===== config.mk =====
export PLATFORM = sky130hd
export DESIGN_NAME = tick_delay_release_queue_top
export DESIGN_NICKNAME = d
export VERILOG_FILES = /design/src/hw/rtl/tdrq_pkg.sv /design/src/hw/rtl/tick_delay_release_queue_top.sv /design/src/hw/rtl/tdrq_front.sv /design/src/hw/rtl/tdrq_back.sv
export SDC_FILE = /design/constraint.sdc
export NUM_CORES = 2
export LEC_CHECK = 0
export BUFFER_PORTS_ARGS = -buffer_cell sky130_fd_sc_hd__buf_4
export CAP_MARGIN = 25
export CORE_ASPECT_RATIO = 0.7
export CORE_MARGIN = 2
export CORE_UTILIZATION = 60
export DETAILED_ROUTE_END_ITERATION = 6
export PLACE_DENSITY = 0.76
export SETUP_SLACK_MARGIN = 0.02
export SKIP_CTS_REPAIR_TIMING = 1
export SYNTH_ARGS = -nofsm -noshare
export SYNTH_HDL_FRONTEND = slang
export SYNTH_SLANG_ARGS = --single-unit

===== constraint.sdc =====
create_clock -name clk -period 7.46 [get_ports clk]
set_input_delay 1.119 -clock clk [delete_from_list [all_inputs] [get_ports clk]]
set_output_delay 1.119 -clock clk [all_outputs]
set_load 0.02 [all_outputs]

===== src/hw/rtl/tdrq_pkg.sv =====
// ----------------------------------------------------------------------------
// tdrq_pkg
// Shared types and codes for the tick delay release queue.
// ----------------------------------------------------------------------------
package tdrq_pkg;

  // request operation codes
  localparam logic [1:0] OP_QUERY     = 2'd0;
  localparam logic [1:0] OP_DELAY_REL = 2'd1;
  localparam logic [1:0] OP_DELAY_ABS = 2'd2;
  localparam logic [1:0] OP_UPDATE    = 2'd3;

  // reply status codes
  localparam logic [1:0] ST_OK   = 2'd0;
  localparam logic [1:0] ST_NEG  = 2'd1;
  localparam logic [1:0] ST_FULL = 2'd2;

  // command kinds handed from front to back
  typedef enum logic [2:0] {
    CMD_QUERY     = 3'd0,
    CMD_DELAY_REL = 3'd1,
    CMD_DELAY_ABS = 3'd2,
    CMD_UPDATE    = 3'd3,
    CMD_NEG       = 3'd4
  } cmd_kind_t;

  typedef struct packed {
    cmd_kind_t   kind;
    logic [7:0]  id;
    logic [30:0] mag;
  } cmd_t;

  // one waiting requester
  typedef struct packed {
    logic [30:0] wake;
    logic [7:0]  id;
  } waiter_t;

endpackage


===== src/hw/rtl/tick_delay_release_queue_top.sv =====
// ----------------------------------------------------------------------------
// tick_delay_release_queue_top
// Current tick plus a sorted queue of delayed requesters.
// ----------------------------------------------------------------------------
// Usage:
//   Requests come in on the in channel (operation, requester_id, value) with
//   in_valid/in_stall; replies leave on the out channel with out_valid and
//   out_stall, one transfer per reply, last marking the final reply of a
//   request. A front stage classifies requests into a two-entry command
//   queue, so up to two requests are taken while the back is busy.
//   A query or error reply is taken from the command queue and registered
//   into the out channel when the back is idle. An insert holds the back
//   while it shifts each queued entry with a later wake tick one place
//   toward the tail (read, then compare and write, through the single-port
//   waiter memory). A tick update holds it while it reads the head, compares
//   and releases each due waiter; each memory read is registered.
//   Reset clears the tick, the queue and both channels; no clearing pass.
//   When the receiver stalls, the pending reply holds and the sequencer
//   waits; the command queue fills and then in_stall rises.
// ----------------------------------------------------------------------------
module tick_delay_release_queue_top #(
  parameter int QUEUE_DEPTH = 32
) (
  input  logic               clk,
  input  logic               rst,
  input  logic               in_valid,
  output logic               in_stall,
  input  logic [1:0]         operation,
  input  logic [7:0]         requester_id,
  input  logic signed [31:0] value,
  output logic               out_valid,
  input  logic               out_stall,
  output logic [7:0]         target_id,
  output logic [30:0]        reply_value,
  output logic [1:0]         status,
  output logic               last
);
  import tdrq_pkg::*;

  logic cmd_valid;
  logic cmd_pop;
  cmd_t cmd;

  // request classification and command queue
  tdrq_front u_front (
    .clk          (clk),
    .rst          (rst),
    .in_valid     (in_valid),
    .in_stall     (in_stall),
    .operation    (operation),
    .requester_id (requester_id),
    .value        (value),
    .cmd_valid    (cmd_valid),
    .cmd          (cmd),
    .cmd_pop      (cmd_pop)
  );

  // execution and reply generation
  tdrq_back #(
    .QUEUE_DEPTH (QUEUE_DEPTH)
  ) u_back (
    .clk         (clk),
    .rst         (rst),
    .cmd_valid   (cmd_valid),
    .cmd         (cmd),
    .cmd_pop     (cmd_pop),
    .out_valid   (out_valid),
    .out_stall   (out_stall),
    .target_id   (target_id),
    .reply_value (reply_value),
    .status      (status),
    .last        (last)
  );

endmodule


===== src/hw/rtl/tdrq_front.sv =====
// ----------------------------------------------------------------------------
// tdrq_front
// Accepts requests, classifies them and holds them in a two-entry queue.
// ----------------------------------------------------------------------------
module tdrq_front (
  input  logic                 clk,
  input  logic                 rst,
  input  logic                 in_valid,
  output logic                 in_stall,
  input  logic [1:0]           operation,
  input  logic [7:0]           requester_id,
  input  logic signed [31:0]   value,
  output logic                 cmd_valid,
  output tdrq_pkg::cmd_t       cmd,
  input  logic                 cmd_pop
);
  import tdrq_pkg::*;

  cmd_t       slot [2];
  logic       wr_ptr;
  logic       rd_ptr;
  logic [1:0] fill;
  cmd_t       cls;
  logic       push;

  // classify the incoming request
  always_comb begin
    cls.id  = requester_id;
    cls.mag = value[30:0];
    unique case (operation)
      OP_QUERY:     cls.kind = CMD_QUERY;
      OP_DELAY_REL: cls.kind = value[31] ? CMD_NEG : CMD_DELAY_REL;
      OP_DELAY_ABS: cls.kind = value[31] ? CMD_NEG : CMD_DELAY_ABS;
      OP_UPDATE:    cls.kind = value[31] ? CMD_NEG : CMD_UPDATE;
      default:      cls.kind = CMD_QUERY;
    endcase
  end

  assign in_stall  = (fill == 2'd2);
  assign push      = in_valid && !in_stall;
  assign cmd_valid = (fill != 2'd0);
  assign cmd       = slot[rd_ptr];

  // command queue storage
  always_ff @(posedge clk) begin
    if (push) begin
      slot[wr_ptr] <= cls;
    end
  end

  // queue pointers
  always_ff @(posedge clk) begin
    if (rst) begin
      wr_ptr <= 1'b0;
      rd_ptr <= 1'b0;
      fill   <= 2'd0;
    end else begin
      if (push) wr_ptr <= !wr_ptr;
      if (cmd_pop) rd_ptr <= !rd_ptr;
      fill <= fill + {1'b0, push} - {1'b0, cmd_pop};
    end
  end

endmodule


===== src/hw/rtl/tdrq_back.sv =====
// ----------------------------------------------------------------------------
// tdrq_back
// Executes commands: keeps the tick and a sorted waiter ring in memory,
// inserts by shifting from the tail and releases from the head.
// ----------------------------------------------------------------------------
module tdrq_back #(
  parameter int QUEUE_DEPTH = 32
) (
  input  logic                 clk,
  input  logic                 rst,
  input  logic                 cmd_valid,
  input  tdrq_pkg::cmd_t       cmd,
  output logic                 cmd_pop,
  output logic                 out_valid,
  input  logic                 out_stall,
  output logic [7:0]           target_id,
  output logic [30:0]          reply_value,
  output logic [1:0]           status,
  output logic                 last
);
  import tdrq_pkg::*;

  localparam int AW = (QUEUE_DEPTH > 1) ? $clog2(QUEUE_DEPTH) : 1;
  localparam int CW = $clog2(QUEUE_DEPTH + 1);
  localparam logic [AW:0]   DEPTH_W = (AW + 1)'(QUEUE_DEPTH);
  localparam logic [CW-1:0] DEPTH_C = CW'(QUEUE_DEPTH);

  typedef enum logic [5:0] {
    S_IDLE    = 6'b000001,
    S_INS_RD  = 6'b000010,
    S_INS_CMP = 6'b000100,
    S_REL_RD  = 6'b001000,
    S_REL_CMP = 6'b010000,
    S_REL_FIN = 6'b100000
  } state_t;

  state_t        state, state_next;
  logic [30:0]   tick, tick_next;
  logic [AW-1:0] head, head_next;
  logic [CW-1:0] count, count_next;
  logic [CW-1:0] pos, pos_next;
  waiter_t       new_ent, new_ent_next;
  logic [7:0]    pend_id, pend_id_next;
  logic [30:0]   pend_val, pend_val_next;

  waiter_t       mem [QUEUE_DEPTH];
  waiter_t       rdata;
  logic          mem_we, mem_re;
  logic [AW-1:0] mem_waddr, mem_raddr;
  waiter_t       mem_wdata;

  logic          can_emit, emit;
  logic [7:0]    e_id;
  logic [30:0]   e_val;
  logic [1:0]    e_status;
  logic          e_last;

  logic [31:0]   rel_sum;
  logic [30:0]   rel_wake;
  logic [CW-1:0] pos_m1;
  logic [AW-1:0] addr_pos, addr_pos_m1, head_inc;

  function automatic logic [AW-1:0] wrap_add(input logic [AW-1:0] a, input logic [AW-1:0] b);
    logic [AW:0] s;
    s = {1'b0, a} + {1'b0, b};
    if (s >= DEPTH_W) s = s - DEPTH_W;
    return s[AW-1:0];
  endfunction

  assign can_emit    = !out_valid || !out_stall;
  assign rel_sum     = {1'b0, tick} + {1'b0, cmd.mag};
  assign rel_wake    = rel_sum[31] ? '1 : rel_sum[30:0];
  assign pos_m1      = pos - CW'(1);
  assign addr_pos    = wrap_add(head, pos[AW-1:0]);
  assign addr_pos_m1 = wrap_add(head, pos_m1[AW-1:0]);
  assign head_inc    = wrap_add(head, AW'(1));

  // command sequencer
  always_comb begin
    state_next    = state;
    tick_next     = tick;
    head_next     = head;
    count_next    = count;
    pos_next      = pos;
    new_ent_next  = new_ent;
    pend_id_next  = pend_id;
    pend_val_next = pend_val;
    cmd_pop   = 1'b0;
    emit      = 1'b0;
    e_id      = cmd.id;
    e_val     = '0;
    e_status  = ST_OK;
    e_last    = 1'b1;
    mem_we    = 1'b0;
    mem_waddr = addr_pos;
    mem_wdata = new_ent;
    mem_re    = 1'b0;
    mem_raddr = addr_pos_m1;
    unique case (state)
      S_IDLE: begin
        if (cmd_valid) begin
          unique case (cmd.kind)
            CMD_QUERY: begin
              if (can_emit) begin
                cmd_pop = 1'b1;
                emit    = 1'b1;
                e_val   = tick;
              end
            end
            CMD_NEG: begin
              if (can_emit) begin
                cmd_pop  = 1'b1;
                emit     = 1'b1;
                e_status = ST_NEG;
              end
            end
            CMD_DELAY_REL, CMD_DELAY_ABS: begin
              if (count == DEPTH_C) begin
                if (can_emit) begin
                  cmd_pop  = 1'b1;
                  emit     = 1'b1;
                  e_status = ST_FULL;
                end
              end else begin
                cmd_pop         = 1'b1;
                new_ent_next.id = cmd.id;
                new_ent_next.wake = (cmd.kind == CMD_DELAY_REL) ? rel_wake : cmd.mag;
                pos_next        = count;
                state_next      = S_INS_RD;
              end
            end
            CMD_UPDATE: begin
              cmd_pop       = 1'b1;
              tick_next     = cmd.mag;
              pend_id_next  = cmd.id;
              pend_val_next = '0;
              state_next    = S_REL_RD;
            end
            default: begin
              cmd_pop = 1'b1;
            end
          endcase
        end
      end
      // walk back from the tail, reading and then comparing each entry
      S_INS_RD: begin
        if (pos == '0) begin
          mem_we     = 1'b1;
          count_next = count + CW'(1);
          state_next = S_IDLE;
        end else begin
          mem_re     = 1'b1;
          state_next = S_INS_CMP;
        end
      end
      S_INS_CMP: begin
        mem_we = 1'b1;
        if (rdata.wake > new_ent.wake) begin
          mem_wdata  = rdata;
          pos_next   = pos_m1;
          state_next = S_INS_RD;
        end else begin
          count_next = count + CW'(1);
          state_next = S_IDLE;
        end
      end
      // release from the head while due
      S_REL_RD: begin
        if (count == '0) begin
          state_next = S_REL_FIN;
        end else begin
          mem_re     = 1'b1;
          mem_raddr  = head;
          state_next = S_REL_CMP;
        end
      end
      S_REL_CMP: begin
        if (rdata.wake <= tick) begin
          if (can_emit) begin
            emit          = 1'b1;
            e_id          = pend_id;
            e_val         = pend_val;
            e_last        = 1'b0;
            pend_id_next  = rdata.id;
            pend_val_next = tick;
            head_next     = head_inc;
            count_next    = count - CW'(1);
            state_next    = S_REL_RD;
          end
        end else begin
          state_next = S_REL_FIN;
        end
      end
      S_REL_FIN: begin
        if (can_emit) begin
          emit       = 1'b1;
          e_id       = pend_id;
          e_val      = pend_val;
          state_next = S_IDLE;
        end
      end
      default: state_next = S_IDLE;
    endcase
  end

  // control registers
  always_ff @(posedge clk) begin
    if (rst) begin
      state <= S_IDLE;
      tick  <= '0;
      head  <= '0;
      count <= '0;
    end else begin
      state <= state_next;
      tick  <= tick_next;
      head  <= head_next;
      count <= count_next;
    end
  end

  // working registers
  always_ff @(posedge clk) begin
    pos      <= pos_next;
    new_ent  <= new_ent_next;
    pend_id  <= pend_id_next;
    pend_val <= pend_val_next;
  end

  // waiter memory
  always_ff @(posedge clk) begin
    if (mem_we) mem[mem_waddr] <= mem_wdata;
    if (mem_re) rdata <= mem[mem_raddr];
  end

  // output register
  always_ff @(posedge clk) begin
    if (rst) begin
      out_valid <= 1'b0;
    end else if (emit) begin
      out_valid <= 1'b1;
    end else if (!out_stall) begin
      out_valid <= 1'b0;
    end
  end

  always_ff @(posedge clk) begin
    if (emit) begin
      target_id   <= e_id;
      reply_value <= e_val;
      status      <= e_status;
      last        <= e_last;
    end
  end

endmodule


==> results.md <==
- Status: complete, no violations
- Post-synth EDFFs: around 1500
- Pre-CTS setup slack: between 2 and 2.5 ns
- H-tree levels: 4
- Crit path required time: 7.89 ns
- IO Pins: 90
- Startpoint types: flop
- Sequential fraction of the synthesis area: between 70 and 80%
- Tightest Hold Check Type: flop to flop
- Worst vdd ir: between 200 and 250 uV
- # rows: 99
- DRC viols: 0
- Crit path kind: flop to flop
- Fmax: 0.1843 GHz
- Final instance count without filler cells: 6215
- Setup_tns: 0 ns
- Die height: 276.4 um
- CP max FO: 30
- Fin Clk Skew: 0.02874 ns
- Vias in the first global route: 37380
- Synth area leaders: edfxtp_1 71%, nand2_1 5.1%, a31oi_1 2.4%
- Placer Congestion: about 0.9
- Clk pin slew, worst setup/hold paths: 0.07 ns
- Warnings from Yosys: 0
- Post-synthesis sequential element count: 1551
- Placed insts: 5960
- Final Critical Period: 5.425 ns
- CTS buffer count: around 140
- DR vias: 40090
- RSZ-0062 raised after global routing: false
- Detailed Route Iter0 Violations: about 6000
- Antenna Nets Post-Route: 0
- Hold Path End: u_back.count[3]
- Cell Area, Synth: 63590 um^2
- Reg2Reg Setup Slack: ~2.0 ns
- Crit path arrival time: 5.85 ns
- Synthesized netlist net count: 4784
- Pins Over Slew Limit: 0
- Core area: 104700 um^2
- Hold path depth: 2
- Final WS setup: 2.035 ns
- Crit share post-route: between 70% and 80%
- R2r worst-path depth: 12
- Async SR Flop Fraction: 0%
- Avg Synthesized Cell Area: 13.75 um^2
- Fin. Hold Viols: 0
- Synth top cells by count: 1497 x edfxtp_1, 857 x nand2_1, 243 x a31oi_1
- CTS Root Cell: clkbuf_16
- Top cell type's share of synthesized area: 70.69%
- Fin nets: approximately 5000
- DRT Pass-1 Iters: 7
- First-pass GRT wire length: between 200000 and 250000 um
- Top-count cell post-synth: edfxtp_1
- GRT Total Usage: 29.97%
- Overall Power: 22.34 mW
- Clock Path Buffers: 3
- HPWL after detailed placement: 93580 um
- Post-synthesis cell type count: 64
- Final setup violation count: 0
- FF-to-FF End: u_back.new_ent[13]
- Syn Inst Count: around 4600
- PD cells: 314.7 nW/um^2
- Slew of the pin with the lowest slew margin: 1.145 ns
- Initial Util: 60.76%
- Initial antenna violation count: 3
- Leading area contributor after synthesis: edfxtp_1
- Buffers on Ports: 89
- Post-Route WL: 164000 um
- Slew HR: a little under a quarter
- Worst Hold Launch: u_back.count[3]
- Largest net degree at the start of global routing: 164
- GR Overflow Total: 0
- CTS tree: built
- P&R area growth vs syn: 11.60%
- Clock Sinks: roughly 1600
- Clk_lat worst skew: ~0.76 ns
- DIE AREA: 108700 um^2
- Leak: 23.72 nW
- Wire per inst: 26.39 um
- Die X: 393.1 um
- Share of cells above drive strength 1: 10.69%
- Fin util: 67.80%
- Main synth FF type: edfxtp_1
- Max capacitance violation total: 0
- Vias per cell: 6.450
- CP Capture Type: flop
==> worst max-delay path by stage <==
stage                                start                 end  slack [ns]
after floorplan           u_back.rdata[20]         u_back.last        2.10
after global placement                flop  u_back.new_ent[15]        2.32
after detailed placement              flop  u_back.new_ent[13]        2.30
after CTS                             flop  u_back.new_ent[13]        2.23
after global routing                  flop  u_back.new_ent[13]        1.83
final                                 flop  u_back.new_ent[13]        2.04
==> metal layers <==
metal	global-route usage [%]	vias to the layer above	routed length, um
met5	0	-	9
met4	12.53	2	6717
met3	7.151	339	20920
met2	42.50	2545	71290
met1	44.71	19570	65040
li1	-	17630	-
==> power by group <==
group | switching [mW] | internal, mW
Sequential | 0.150 | 10.3
Combinational | 3.54 | 1.58
Clock | 3.07 | 3.72
Total | 6.76 | 15.6
==> cell type report <==
type | instances | area (um^2)
Multi-Input combinational cell | 2675 | 16450
Sequential cell | 1551 | 46040
Tap cell | 1414 | 1769
Inverter | 126 | 473.0
Antenna cell | 2 | 5.005
Clock inverter | 71 | 594.3
Clock buffer | 168 | 3640
Timing Repair Buffer | 208 | 2007
Fill cell | 6889 | 33700
==> per-stage QoR <==
step | instance area, um^2 | hold slack (ns)
after floorplan | 63590 | 0.4609
after global placement | 66110 | 0.4942
after detailed placement | 66510 | 0.5236
after CTS | 70740 | 0.5088
after global routing | 70960 | 0.5299
final | 70970 | 0.5262
==> cells in the final DEF, fill, tap and decap left out, drive strengths merged, types with 12 or more instances in the layout <==
cell type / netlist / layout
a211oi: 194 / 194
a21o: 29 / 29
a21oi: 65 / 65
a22o: 31 / 31
a22oi: 30 / 30
a31oi: 243 / 243
a32oi: 79 / 79
buf: 62 / 208
clkbuf: 210 / 168
clkinv: 0 / 45
clkinvlp: 0 / 12
dfxtp: 54 / 54
edfxtp: 1497 / 1497
ha: 110 / 110
inv: 126 / 133
mux2: 32 / 32
mux2i: 119 / 119
nand2: 857 / 857
nand3: 172 / 172
nand4: 16 / 16
nor2: 164 / 164
nor2b: 172 / 172
nor3: 17 / 17
nor4: 45 / 45
o21ai: 73 / 73
o22ai: 80 / 80
xnor2: 30 / 30
xor2: 17 / 17
==> kinds of logic after synthesis <==
group                      after synthesis  synth area share [%]
AOI/OAI and AO/OA                      869                 9.383
xor gates and xnor gates                47                0.6473
adders and majority gates              115                 2.306
buffers and inverters                  398                 2.446
DFF                                   1551                 72.39
muxes                                  151                 2.440
and+or+nand+nor                       1493                 10.39
==> critical path, stage by stage (launching register included) <==
cell and delay (ns):
dfxtp_2 0.89, buf_4 0.44, mux2i_1 0.37, inv_1 0.08, ha_1 0.37, a211oi_1 0.32, o21ai_0 0.27, a211oi_1 0.35
a21oi_1 0.21, nor2_1 0.37, o21ai_0 0.30, a21oi_4 0.88, a22oi_1 0.18
==> flip-flops by register name (all words and copies together), names as in the netlist, 8 cells and up, named ones only <==
register / cells
u_back.mem: 1248
u_back.new_ent: 39
u_back.pend_id: 8
u_back.pend_val: 31
u_back.rdata: 39
u_back.reply_value: 31
u_back.target_id: 8
u_back.tick: 31
u_front.slot: 84
Note: power is estimated with default switching activity, not from simulation.
